**src/ctr_pkg.sv**
```systemverilog
`timescale 1ns / 1ps
// ----------------------------------------------------------------------------
// ctr_pkg
// Shared types and constants for the chunked telemetry receiver.
// ----------------------------------------------------------------------------
package ctr_pkg;

    // Byte and store banking
    localparam int BYTE_W    = 8;
    localparam int NUM_BANKS = 8;
    localparam int BANK_W    = 3;

    // Item fields
    localparam int CMD_W     = 2;
    localparam int INDEX_W   = 8;
    localparam int LEN_W     = 4;
    localparam int PAYLOAD_W = 64;
    localparam int OFFSET_W  = 8;

    // Configuration port
    localparam int CFG_IDX_W  = 1;
    localparam int CFG_DATA_W = 8;

    localparam logic [CFG_IDX_W-1:0] CFG_RESYNC_INDEX  = 1'b0;
    localparam logic [CFG_IDX_W-1:0] CFG_BUFFER_LENGTH = 1'b1;

    typedef enum logic [CMD_W-1:0] {
        CMD_PACKET  = 2'd0,
        CMD_UNLOCK  = 2'd1,
        CMD_RESTART = 2'd2,
        CMD_READ    = 2'd3
    } t_cmd;

endpackage

```
**src/chunked_telemetry_receiver_core.sv**
```systemverilog
`timescale 1ns / 1ps
// ----------------------------------------------------------------------------
// chunked_telemetry_receiver_core
// Receiving end of a stop-and-wait chunked link with a banked byte store.
// ----------------------------------------------------------------------------
// One item is accepted per clock cycle while o_in_stall is low. An accepted
// item passes two register stages: its result is registered in stage A and
// presented on the output from stage B, the output register. The session state
// (expected index, offset, confirm, finished) is updated in the accept cycle,
// and a packet writes its up to
// eight payload bytes in that same cycle into eight byte-wide banks, one
// write port per bank, so consecutive bytes always land in different banks.
// A read command reads all banks at one row into registers and selects the
// byte in the following stage, where the result waits in an output register;
// one further item is taken while a result is stalled. The byte store is not
// cleared by reset: read only bytes that were written. Configuration writes
// are always ready and must be issued only while the block is idle.
// ----------------------------------------------------------------------------
module chunked_telemetry_receiver_core
    import ctr_pkg::*;
#(
    parameter int STORE_DEPTH = 256,
    parameter int MAX_CHUNK   = 8
) (
    input  logic                  i_clk,
    input  logic                  i_rst_n,

    // Configuration write channel
    input  logic                  i_cfg_valid,
    output logic                  o_cfg_ready,
    input  logic [CFG_IDX_W-1:0]  i_cfg_index,
    input  logic [CFG_DATA_W-1:0] i_cfg_data,

    // Input item channel
    input  logic                  i_in_valid,
    output logic                  o_in_stall,
    input  logic [CMD_W-1:0]      i_cmd,
    input  logic [INDEX_W-1:0]    i_package_index,
    input  logic [LEN_W-1:0]      i_payload_len,
    input  logic [PAYLOAD_W-1:0]  i_payload,
    input  logic [BYTE_W-1:0]     i_read_addr,

    // Result channel
    output logic                  o_out_valid,
    input  logic                  i_out_stall,
    output logic                  o_confirm,
    output logic                  o_finished,
    output logic                  o_accepted,
    output logic [OFFSET_W-1:0]   o_fill_offset,
    output logic [BYTE_W-1:0]     o_read_data
);

    localparam int ROWS  = (STORE_DEPTH + NUM_BANKS - 1) / NUM_BANKS;
    localparam int ROW_W = (ROWS > 1) ? $clog2(ROWS) : 1;
    localparam int ADDR_W = OFFSET_W + 1;

    // ------------------------------------------------------------------
    // Configuration and session state
    // ------------------------------------------------------------------
    logic [INDEX_W-1:0]  r_resync_index;
    logic [OFFSET_W-1:0] r_buf_len;
    logic [INDEX_W-1:0]  r_expected;
    logic [OFFSET_W-1:0] r_offset;
    logic                r_confirm;
    logic                r_done;

    logic [INDEX_W-1:0]  n_expected;
    logic [OFFSET_W-1:0] n_offset;
    logic                n_confirm;
    logic                n_done;
    logic                n_accepted;

    logic                in_accept;
    logic                cfg_write;
    logic                b_load;

    // Packet decode
    logic                pkt_take;
    logic [OFFSET_W-1:0] room;
    logic [LEN_W-1:0]    len_c;
    logic [LEN_W-1:0]    n_cnt;

    // Per-bank write and read controls
    logic [BANK_W-1:0]   lane_k   [NUM_BANKS];
    logic [ADDR_W-1:0]   lane_addr[NUM_BANKS];
    logic                bank_we  [NUM_BANKS];
    logic [ROW_W-1:0]    wr_row   [NUM_BANKS];
    logic [BYTE_W-1:0]   wr_data  [NUM_BANKS];
    logic [ROW_W-1:0]    rd_row;
    logic                rd_en;

    // Stage A: accepted item, results of the session update
    logic                r_a_valid;
    logic                r_a_confirm;
    logic                r_a_done;
    logic                r_a_accepted;
    logic [OFFSET_W-1:0] r_a_offset;
    logic                r_a_rd_en;
    logic [BANK_W-1:0]   r_a_rd_bank;
    logic [BYTE_W-1:0]   r_a_bank_data[NUM_BANKS];

    // Stage B: output register
    logic                r_b_valid;
    logic                r_b_confirm;
    logic                r_b_done;
    logic                r_b_accepted;
    logic [OFFSET_W-1:0] r_b_offset;
    logic [BYTE_W-1:0]   r_b_read_data;

    // ------------------------------------------------------------------
    // Handshakes
    // ------------------------------------------------------------------
    assign o_cfg_ready = 1'b1;
    assign cfg_write   = i_cfg_valid & o_cfg_ready;
    assign b_load      = r_a_valid & (~r_b_valid | ~i_out_stall);
    assign o_in_stall  = r_a_valid & ~b_load;
    assign in_accept   = i_in_valid & ~o_in_stall;

    // ------------------------------------------------------------------
    // Session update for the incoming item
    // ------------------------------------------------------------------
    always_comb begin
        n_expected = r_expected;
        n_offset   = r_offset;
        n_confirm  = r_confirm;
        n_done     = r_done;
        n_accepted = 1'b0;
        pkt_take   = 1'b0;

        // Room left in the buffer, clamped at zero
        room  = (r_offset > r_buf_len) ? '0 : r_buf_len - r_offset;
        len_c = (i_payload_len > LEN_W'(MAX_CHUNK)) ? LEN_W'(MAX_CHUNK) : i_payload_len;
        n_cnt = ({{(OFFSET_W-LEN_W){1'b0}}, len_c} < room) ? len_c : room[LEN_W-1:0];

        case (t_cmd'(i_cmd))
            CMD_PACKET: begin
                if (i_package_index == r_resync_index) begin
                    // Resync: restart the message and acknowledge
                    n_confirm  = ~r_confirm;
                    n_expected = INDEX_W'(1);
                    n_offset   = '0;
                    n_done     = 1'b0;
                end else if (!r_done) begin
                    if (i_package_index == '0 && r_expected > INDEX_W'(1)) begin
                        pkt_take = 1'b1;
                        n_done   = 1'b1;
                    end else if (i_package_index == r_expected) begin
                        pkt_take   = 1'b1;
                        n_expected = r_expected + INDEX_W'(1);
                    end
                    if (pkt_take) begin
                        n_offset   = r_offset + OFFSET_W'(n_cnt);
                        n_confirm  = ~r_confirm;
                        n_accepted = 1'b1;
                    end
                end
            end
            CMD_UNLOCK: begin
                if (r_done) begin
                    n_expected = INDEX_W'(1);
                    n_offset   = '0;
                    n_done     = 1'b0;
                end
            end
            CMD_RESTART: begin
                n_expected = INDEX_W'(1);
                n_offset   = '0;
                n_done     = 1'b0;
            end
            default: begin
                // read command leaves the session alone
            end
        endcase
    end

    // ------------------------------------------------------------------
    // Map payload bytes onto banks: bank b takes byte (b - offset) mod 8
    // ------------------------------------------------------------------
    always_comb begin
        for (int b = 0; b < NUM_BANKS; b++) begin
            lane_k[b]    = BANK_W'(b) - r_offset[BANK_W-1:0];
            lane_addr[b] = {1'b0, r_offset} + ADDR_W'(lane_k[b]);
            bank_we[b]   = in_accept & pkt_take
                         & ({1'b0, lane_k[b]} < n_cnt)
                         & (lane_addr[b] < ADDR_W'(STORE_DEPTH));
            wr_row[b]    = lane_addr[b][ROW_W+BANK_W-1:BANK_W];
            wr_data[b]   = i_payload[lane_k[b]*BYTE_W +: BYTE_W];
        end
    end

    assign rd_row = i_read_addr[ROW_W+BANK_W-1:BANK_W];
    assign rd_en  = (t_cmd'(i_cmd) == CMD_READ)
                  & ({1'b0, i_read_addr} < ADDR_W'(STORE_DEPTH));

    // ------------------------------------------------------------------
    // Byte store: one bank per byte lane, one write and one read port each
    // ------------------------------------------------------------------
    for (genvar gb = 0; gb < NUM_BANKS; gb++) begin : g_bank
        logic [BYTE_W-1:0] r_mem [ROWS];

        always_ff @(posedge i_clk) begin
            if (bank_we[gb]) begin
                r_mem[wr_row[gb]] <= wr_data[gb];
            end
        end

        always_ff @(posedge i_clk) begin
            if (in_accept) begin
                r_a_bank_data[gb] <= r_mem[rd_row];
            end
        end
    end

    // ------------------------------------------------------------------
    // Session registers: configuration writes, then accepted items
    // ------------------------------------------------------------------
    always_ff @(posedge i_clk) begin
        if (!i_rst_n) begin
            r_resync_index <= '0;
            r_buf_len      <= '0;
            r_expected     <= INDEX_W'(1);
            r_offset       <= '0;
            r_confirm      <= 1'b0;
            r_done         <= 1'b0;
        end else if (cfg_write) begin
            case (i_cfg_index)
                CFG_RESYNC_INDEX: begin
                    r_resync_index <= i_cfg_data;
                    r_expected     <= INDEX_W'(1);
                    r_offset       <= '0;
                    r_confirm      <= 1'b0;
                end
                CFG_BUFFER_LENGTH: begin
                    r_buf_len <= i_cfg_data;
                end
                default: begin
                end
            endcase
        end else if (in_accept) begin
            r_expected <= n_expected;
            r_offset   <= n_offset;
            r_confirm  <= n_confirm;
            r_done     <= n_done;
        end
    end

    // ------------------------------------------------------------------
    // Stage A: hold the accepted item's results
    // ------------------------------------------------------------------
    always_ff @(posedge i_clk) begin
        if (!i_rst_n) begin
            r_a_valid <= 1'b0;
        end else if (in_accept) begin
            r_a_valid <= 1'b1;
        end else if (b_load) begin
            r_a_valid <= 1'b0;
        end
    end

    always_ff @(posedge i_clk) begin
        if (in_accept) begin
            r_a_confirm  <= n_confirm;
            r_a_done     <= n_done;
            r_a_accepted <= n_accepted;
            r_a_offset   <= n_offset;
            r_a_rd_en    <= rd_en;
            r_a_rd_bank  <= i_read_addr[BANK_W-1:0];
        end
    end

    // ------------------------------------------------------------------
    // Stage B: output register, select the read byte
    // ------------------------------------------------------------------
    always_ff @(posedge i_clk) begin
        if (!i_rst_n) begin
            r_b_valid <= 1'b0;
        end else if (b_load) begin
            r_b_valid <= 1'b1;
        end else if (!i_out_stall) begin
            r_b_valid <= 1'b0;
        end
    end

    always_ff @(posedge i_clk) begin
        if (b_load) begin
            r_b_confirm   <= r_a_confirm;
            r_b_done      <= r_a_done;
            r_b_accepted  <= r_a_accepted;
            r_b_offset    <= r_a_offset;
            r_b_read_data <= r_a_rd_en ? r_a_bank_data[r_a_rd_bank] : '0;
        end
    end

    assign o_out_valid   = r_b_valid;
    assign o_confirm     = r_b_confirm;
    assign o_finished    = r_b_done;
    assign o_accepted    = r_b_accepted;
    assign o_fill_offset = r_b_offset;
    assign o_read_data   = r_b_read_data;

endmodule
```
**config.mk**
```make
export PLATFORM = sky130hd
export DESIGN_NAME = chunked_telemetry_receiver_core
export DESIGN_NICKNAME = d
export VERILOG_FILES = /design/src/ctr_pkg.sv /design/src/chunked_telemetry_receiver_core.sv
export SDC_FILE = /design/constraint.sdc
export NUM_CORES = 2
export LEC_CHECK = 0
export ABC_AREA = 0
export ABC_CLOCK_PERIOD_IN_PS = 6400
export BUFFER_PORTS_ARGS = -buffer_cell sky130_fd_sc_hd__buf_4
export CORE_UTILIZATION = 40
export CTS_CLUSTER_SIZE = 28
export DETAILED_ROUTE_END_ITERATION = 8
export GPL_ROUTABILITY_DRIVEN = 0
export HOLD_SLACK_MARGIN = 0.03
export SLEW_MARGIN = 15
export SYNTH_ARGS = -nofsm -noshare
export SYNTH_HDL_FRONTEND = slang
export SYNTH_SLANG_ARGS = --single-unit
```
**constraint.sdc**
```tcl
create_clock -name i_clk -period 6.4 [get_ports i_clk]
set_clock_uncertainty 0.05 [all_clocks]
set_input_delay 0.96 -clock i_clk [delete_from_list [all_inputs] [get_ports i_clk]]
set_output_delay 0.96 -clock i_clk [all_outputs]
set_load 0.02 [all_outputs]
```
After elaboration in Yosys (flattened, before gate mapping) --
Memory sizes are Yosys's and may differ from the RTL's. A register that Yosys moved wholly into a read port is not among the register bits. Cells that the tools add are included.
Word-level totals: output and inout bits 22, logic and storage cells 190, memories kept 9, bits in writable memories 2112, flip-flop bits (word level) 62
Cells by class: shifts and indexed selects 8, add/sub/neg operators 19, equality and inequality tests 11, $lt $le $gt $ge 20, reductions and logical operators 14, bitwise operators 29, mux-type cells 62
Memory list:
- g_bank[0].r_mem | depth 32, bits a word 8, rd ports 1, clocked after memory_dff 0, wr ports 1, RTL line chunked_telemetry_receiver_core.sv:199 | logic [BYTE_W-1:0] r_mem [ROWS];
- g_bank[1].r_mem | depth 32, bits a word 8, rd ports 1, clocked after memory_dff 0, wr ports 1, RTL line chunked_telemetry_receiver_core.sv:199
- g_bank[2].r_mem | depth 32, bits a word 8, rd ports 1, clocked after memory_dff 0, wr ports 1, RTL line chunked_telemetry_receiver_core.sv:199
- g_bank[3].r_mem | depth 32, bits a word 8, rd ports 1, clocked after memory_dff 0, wr ports 1, RTL line chunked_telemetry_receiver_core.sv:199
- g_bank[4].r_mem | depth 32, bits a word 8, rd ports 1, clocked after memory_dff 0, wr ports 1, RTL line chunked_telemetry_receiver_core.sv:199
- g_bank[5].r_mem | depth 32, bits a word 8, rd ports 1, clocked after memory_dff 0, wr ports 1, RTL line chunked_telemetry_receiver_core.sv:199
- 3 more memories
Operator list (number):
- variable part select 64 x 7 -> 8 bit | 8
- 2-to-1 mux 8 bit | 16
- adder 8 x 3 -> 9 bit | 8
- less-than comparator 9 bit (second input constant) | 8
- case mux 8 bit (3 select lines) | 2
- 2-to-1 mux 1 bit | 41
- less-than comparator 3 x 4 -> 1 bit | 8
- bitwise AND 1 bit | 20
- equality test 8 bit | 2
- inequality test 4 bit (second input constant) | 3
- subtractor 3 bit (first input constant) | 4
- adder 8 x 1 -> 8 bit (second input constant) | 1
- adder 8 x 4 -> 8 bit | 1
- greater-than comparator 8 x 1 -> 1 bit (second input constant) | 1
- greater-than comparator 8 bit | 1
- logical NOT 8 bit | 1
- less-than comparator 4 x 8 -> 1 bit | 1
- 2-to-1 mux 4 bit | 2
- NOT 1 bit | 8
- AND reduction 2 bit | 4
- subtractor 8 bit | 1
- AND reduction 7 bit | 1
- subtractor 1 x 3 -> 3 bit (first input constant) | 2
- subtractor 2 x 3 -> 3 bit (first input constant) | 2
- other kinds (15) | 17

Longest topological paths before layout --
depth after elaboration 14, mapped depth 25, depth with buffers taken out 21

Worst setup path after synthesis --
OpenSTA, ideal clock, no wires.
path kind register to register, from reg r_offset[2], to mem g_bank[2].r_mem[20][0], enable pin, setup time 0.419 ns, required time 5.931 ns, path buffers 5, arrival 6.498 ns, setup slack -0.567 ns, cell stages (with the launch flop) 24, period minus slack after synthesis 6.967 ns, path through dfxtp_1 buf_2 buf_2 clkinv_1 clkbuf_1 ha_1 nand2b_1 a21oi_1 a21oi_1 nor2_1 inv_1 ha_1 nand2_1 nand3_1 o31a_1 clkbuf_1 o21ai_1 mux2_2 ha_1 a21o_1 a21oi_1 a31oi_1 clkbuf_1 a2111oi_0
Between the ends: longest elaborated chain between the ends 9, elaborated cells between the ends (all ways) 13, classes of those cells add/sub: 3; order compare: 4; mux: 4; bitwise: 2
Ends and longest elaborated chain:
- start: declaration | RTL line chunked_telemetry_receiver_core.sv:63 | logic [OFFSET_W-1:0] r_offset;
- start signal: assignment | RTL line chunked_telemetry_receiver_core.sv:241 | r_offset <= n_offset;
- subtractor 8 bit / greater-than comparator 8 bit (equally long branches) | RTL line chunked_telemetry_receiver_core.sv:131 | room = (r_offset > r_buf_len) ? '0 : r_buf_len - r_offset;
- 2-to-1 mux 8 bit | RTL line chunked_telemetry_receiver_core.sv:131
- less-than comparator 4 x 8 -> 1 bit | RTL line chunked_telemetry_receiver_core.sv:133 | n_cnt = ({{(OFFSET_W-LEN_W){1'b0}}, len_c} < room) ? len_c : room[LEN_W-1:0];
- 2-to-1 mux 4 bit | RTL line chunked_telemetry_receiver_core.sv:133
- less-than comparator 3 x 4 -> 1 bit | RTL line chunked_telemetry_receiver_core.sv:184 | & ({1'b0, lane_k[b]} < n_cnt)
- bitwise AND 1 bit | RTL line chunked_telemetry_receiver_core.sv:184
- bitwise AND 1 bit | RTL line chunked_telemetry_receiver_core.sv:185 | & (lane_addr[b] < ADDR_W'(STORE_DEPTH));
- 2-to-1 mux 1 bit | RTL line chunked_telemetry_receiver_core.sv:202 | if (bank_we[gb]) begin
- 2-to-1 mux 1 bit (implied by the code) | RTL line chunked_telemetry_receiver_core.sv:203 | r_mem[wr_row[gb]] <= wr_data[gb];
- end: declaration | RTL line chunked_telemetry_receiver_core.sv:199
Several ways; a longest one is shown, not always the timed one.

Final worst setup path --
from reg r_buf_len[0], to mem g_bank[2].r_mem[6][0], enable pin
Between the ends: longest elaborated chain between the ends 9, elaborated cells between the ends (all ways) 10, classes of those cells add/sub: 1; order compare: 3; mux: 4; bitwise: 2
Ends and longest elaborated chain:
- start: declaration | RTL line chunked_telemetry_receiver_core.sv:61 | logic [OFFSET_W-1:0] r_buf_len;
- start signal: assignment | RTL line chunked_telemetry_receiver_core.sv:234 | r_buf_len <= i_cfg_data;
- subtractor 8 bit / greater-than comparator 8 bit (equally long branches) | RTL line chunked_telemetry_receiver_core.sv:131
- 2-to-1 mux 8 bit * | RTL line chunked_telemetry_receiver_core.sv:131
- less-than comparator 4 x 8 -> 1 bit | RTL line chunked_telemetry_receiver_core.sv:133
- 2-to-1 mux 4 bit * | RTL line chunked_telemetry_receiver_core.sv:133
- less-than comparator 3 x 4 -> 1 bit * | RTL line chunked_telemetry_receiver_core.sv:184
- bitwise AND 1 bit * | RTL line chunked_telemetry_receiver_core.sv:184
- bitwise AND 1 bit * | RTL line chunked_telemetry_receiver_core.sv:185
- 2-to-1 mux 1 bit * | RTL line chunked_telemetry_receiver_core.sv:202
- 2-to-1 mux 1 bit (implied by the code) * | RTL line chunked_telemetry_receiver_core.sv:203
Every way passes the cells marked *; elsewhere a longest branch is shown, timed or not.

==> metrics.txt <==
status completed; port bufs 120; fillcell total 18,502; Post-synth EDFFs 2,146; Crit Path Class flip-flop to flip-flop; H-tree levels 4; Max Slew Vio Count 0; TritonCTS Buffers 215; initial drt markers 4,840; antenna violations before repair 21; die width 478 µm; GR peak layer met2; critical path, cell by cell inv_1, ha_1, fa_1, nand2b_1, a21oi_1, a21oi_1, or2_2, ha_1, o211ai_1, nand3b_1, o31a_1, o21ai_1, mux2_2, ha_1, a21o_1, a21oi_1, a31oi_4, buf_4, a2111oi_2; DRC 0; placed wire-length estimate 155,000 µm; most frequent cells in the layout 2,146 x edfxtp_1, 720 x mux4_2, 410 x buf_4, 251 x nand2_1, 217 x clkbuf_16; CP max FO 25; Period minus WS final 6.08 ns; CP peak stage delay 0.97 ns; drt total wl 237,000 µm; maximum clock rate 165 MHz; critical path's slowest cell a2111oi_2; Clock Tree Buf Depth 3; Worst-path clk slew 0.07 ns; flops & latches, synth 2,182; pwr/cell area 290 nW/µm²; Hold WC Path Type input pin to flip-flop; Die Span Y 478 µm; CP bufs+invs 2; CP endpoint kind flip-flop; top_reg_cell synth edfxtp_1; clock latency on the worst-skew pair 0.86 ns; antenna viol nets, final 0; post-synthesis cell type count 69; cell area after synthesis 90,500 µm²; syn_nets 4,578; largest net degree at the start of global routing 125; total gr overflow 0; Critical Path Source Type flip-flop; Syn Area/Cell 20.5 µm²; met2 Track Usage GR 0.329; Final period util 0.949; MaxCap Viol Count 0; Synth Instances 4,426; Design Area, Final 104,000 µm²; share of layout cells above drive strength 1 0.330; vias in the first global route 46,190; total negative slack 0 ns; IO Pins 122; Top delay family on crit path compound AO/OA/AOI/OAI gates; Worst-Margin Slew 1.19 ns; Non-Filler Instances 7,970; PostCTS Resize Cnt 0; number of synthesis warnings 0; P_leak 32.3 nW; drt wl/cell 29.8 µm; cell taking the most area after synthesis edfxtp_1; core area 225,000 µm²; RSZ-0062 raised after global routing no; vias 46,534; async set or reset register ratio after synthesis 0; register area 65,200 µm²; Setup Buffers After CTS 0; first-pass GRT wire length 342,000 µm; CTS tree built; final setup fails 0; Yosys top cell area share 0.712; grt met1 use 0.294; CP required 6.83 ns; Synth area leaders edfxtp_1 71%, mux4_2 18%, a211oi_1 1.5%, nand2_1 1.1%, mux2_2 1.0%; vias per cell 5.84; Tot GR Track Use 0.208; GR Layer Usage met3 0.0362; # rows 174; Root Buffer clkbuf_16; area grow syn2layout 15.0%; Initial Util 0.403; leading cell type in the layout, fill and taps excluded edfxtp_1; CTS Hold Bufs 0; relative slew slack 0.203; CP arrival 6.50 ns; multi-input logic area 24,500 µm²; placed cell area 97,000 µm²; placed cell count 7,556; drt pass-1 iters 6; sequential element share of the synthesized area 0.720; final hold violation count 0; final net count 4,934; Die Area 228,000 µm²; peak supply drop 0.308 mV; clk sinks 2,182
-- metrics by stage --
step,utilization,power (mW),setup slack (ns),hold WS [ns]
after floorplan,-,17.2,-0.224,0.350
after global placement,0.431,18.0,0.487,0.354
after global routing,0.463,31.1,0.0102,0.262
final,0.463,30.2,0.324,0.282
after CTS,0.462,30.4,0.412,0.212
after detailed placement,0.431,18.1,0.446,0.363
-- Yosys cell counts, types with 12 or more instances --
master and number:
o21ai_0 24, nand3_1 102, edfxtp_1 2146, buf_1 66
nor2_1 43, a211oi_1 186, dfxtp_1 36, mux2i_1 21
nor2b_1 15, a31oi_1 12, ha_1 50, xnor2_1 49
mux2_2 80, buf_2 14, inv_1 27, nand4_1 26
a21oi_1 108, mux4_2 720, nand2_1 275, clkbuf_1 211
a2111oi_0 26, nor3_1 19, nand2b_1 19
-- per-layer routing --
layer / part of all wire / vias to the layer above
li1: - / 19467
met1: 0.42 / 24854
met2: 0.48 / 1875
met3: 0.070 / 332
met4: 0.030 / 6
met5: 0.00018 / -
-- report_power, final --
part,internal (mW),total [mW],switching (mW)
combinational,0.705,1.95,1.24
sequential,15.8,15.8,0.0637
clock,7.01,12.4,5.44
-- registers in the layout, indices dropped and copies added (netlist names) --
signal,cells
r_a_rd_en,1
r_done,1
o_fill_offset,8
o_confirm,1
r_resync_index,8
r_a_bank_data,64
g_bank.r_mem,2048
r_a_done,1
r_expected,8
o_out_valid,1
o_accepted,1
r_a_offset,8
r_confirm,1
r_a_confirm,1
o_finished,1
r_a_rd_bank,3
r_a_valid,1
r_buf_len,8
r_a_accepted,1
r_offset,8
o_read_data,8
-- area by class of cell --
type,instances,area share
sequential,2182,0.626
multi-input combinational,1917,0.236
clock buffer,265,0.0542
tap,2992,0.0360
timing repair buffer,433,0.0337
clock inverter,135,0.0126
inverter,33,0.00119
antenna,13,0.000313
-- tightest hold or removal path, stage by stage --
cell    delay [ns]
buf_4         0.09
nor2_1        0.04
nor2_1        0.07
-- cell families after synthesis --
| kind of cell | count (synthesis) | share of synthesized area |
|---|---|---|
| other | 1 | 0.0000414 |
| buffers and inverters | 327 | 0.0138 |
| AO/OA/AOI/OAI | 438 | 0.0338 |
| XOR/XNOR | 59 | 0.00571 |
| adder cells (fa/ha/maj) | 52 | 0.00735 |
| AND/OR/NAND/NOR | 546 | 0.0280 |
| flip-flops | 2182 | 0.720 |
| multiplexers | 821 | 0.191 |
-- final timing paths --
check	depth (start not counted)	slack, ns	startpoint	endpoint
worst min register to register	0	0.37	r_a_offset[4]	o_fill_offset[4]
worst min-delay path	3	0.28	i_in_valid	r_a_valid
worst max-delay path	19	0.32	r_buf_len[0]	g_bank[2].r_mem[6][0]
worst max register to register	19	0.32	r_buf_len[0]	g_bank[2].r_mem[6][0]
Note: power is estimated with default switching activity, not from simulation.
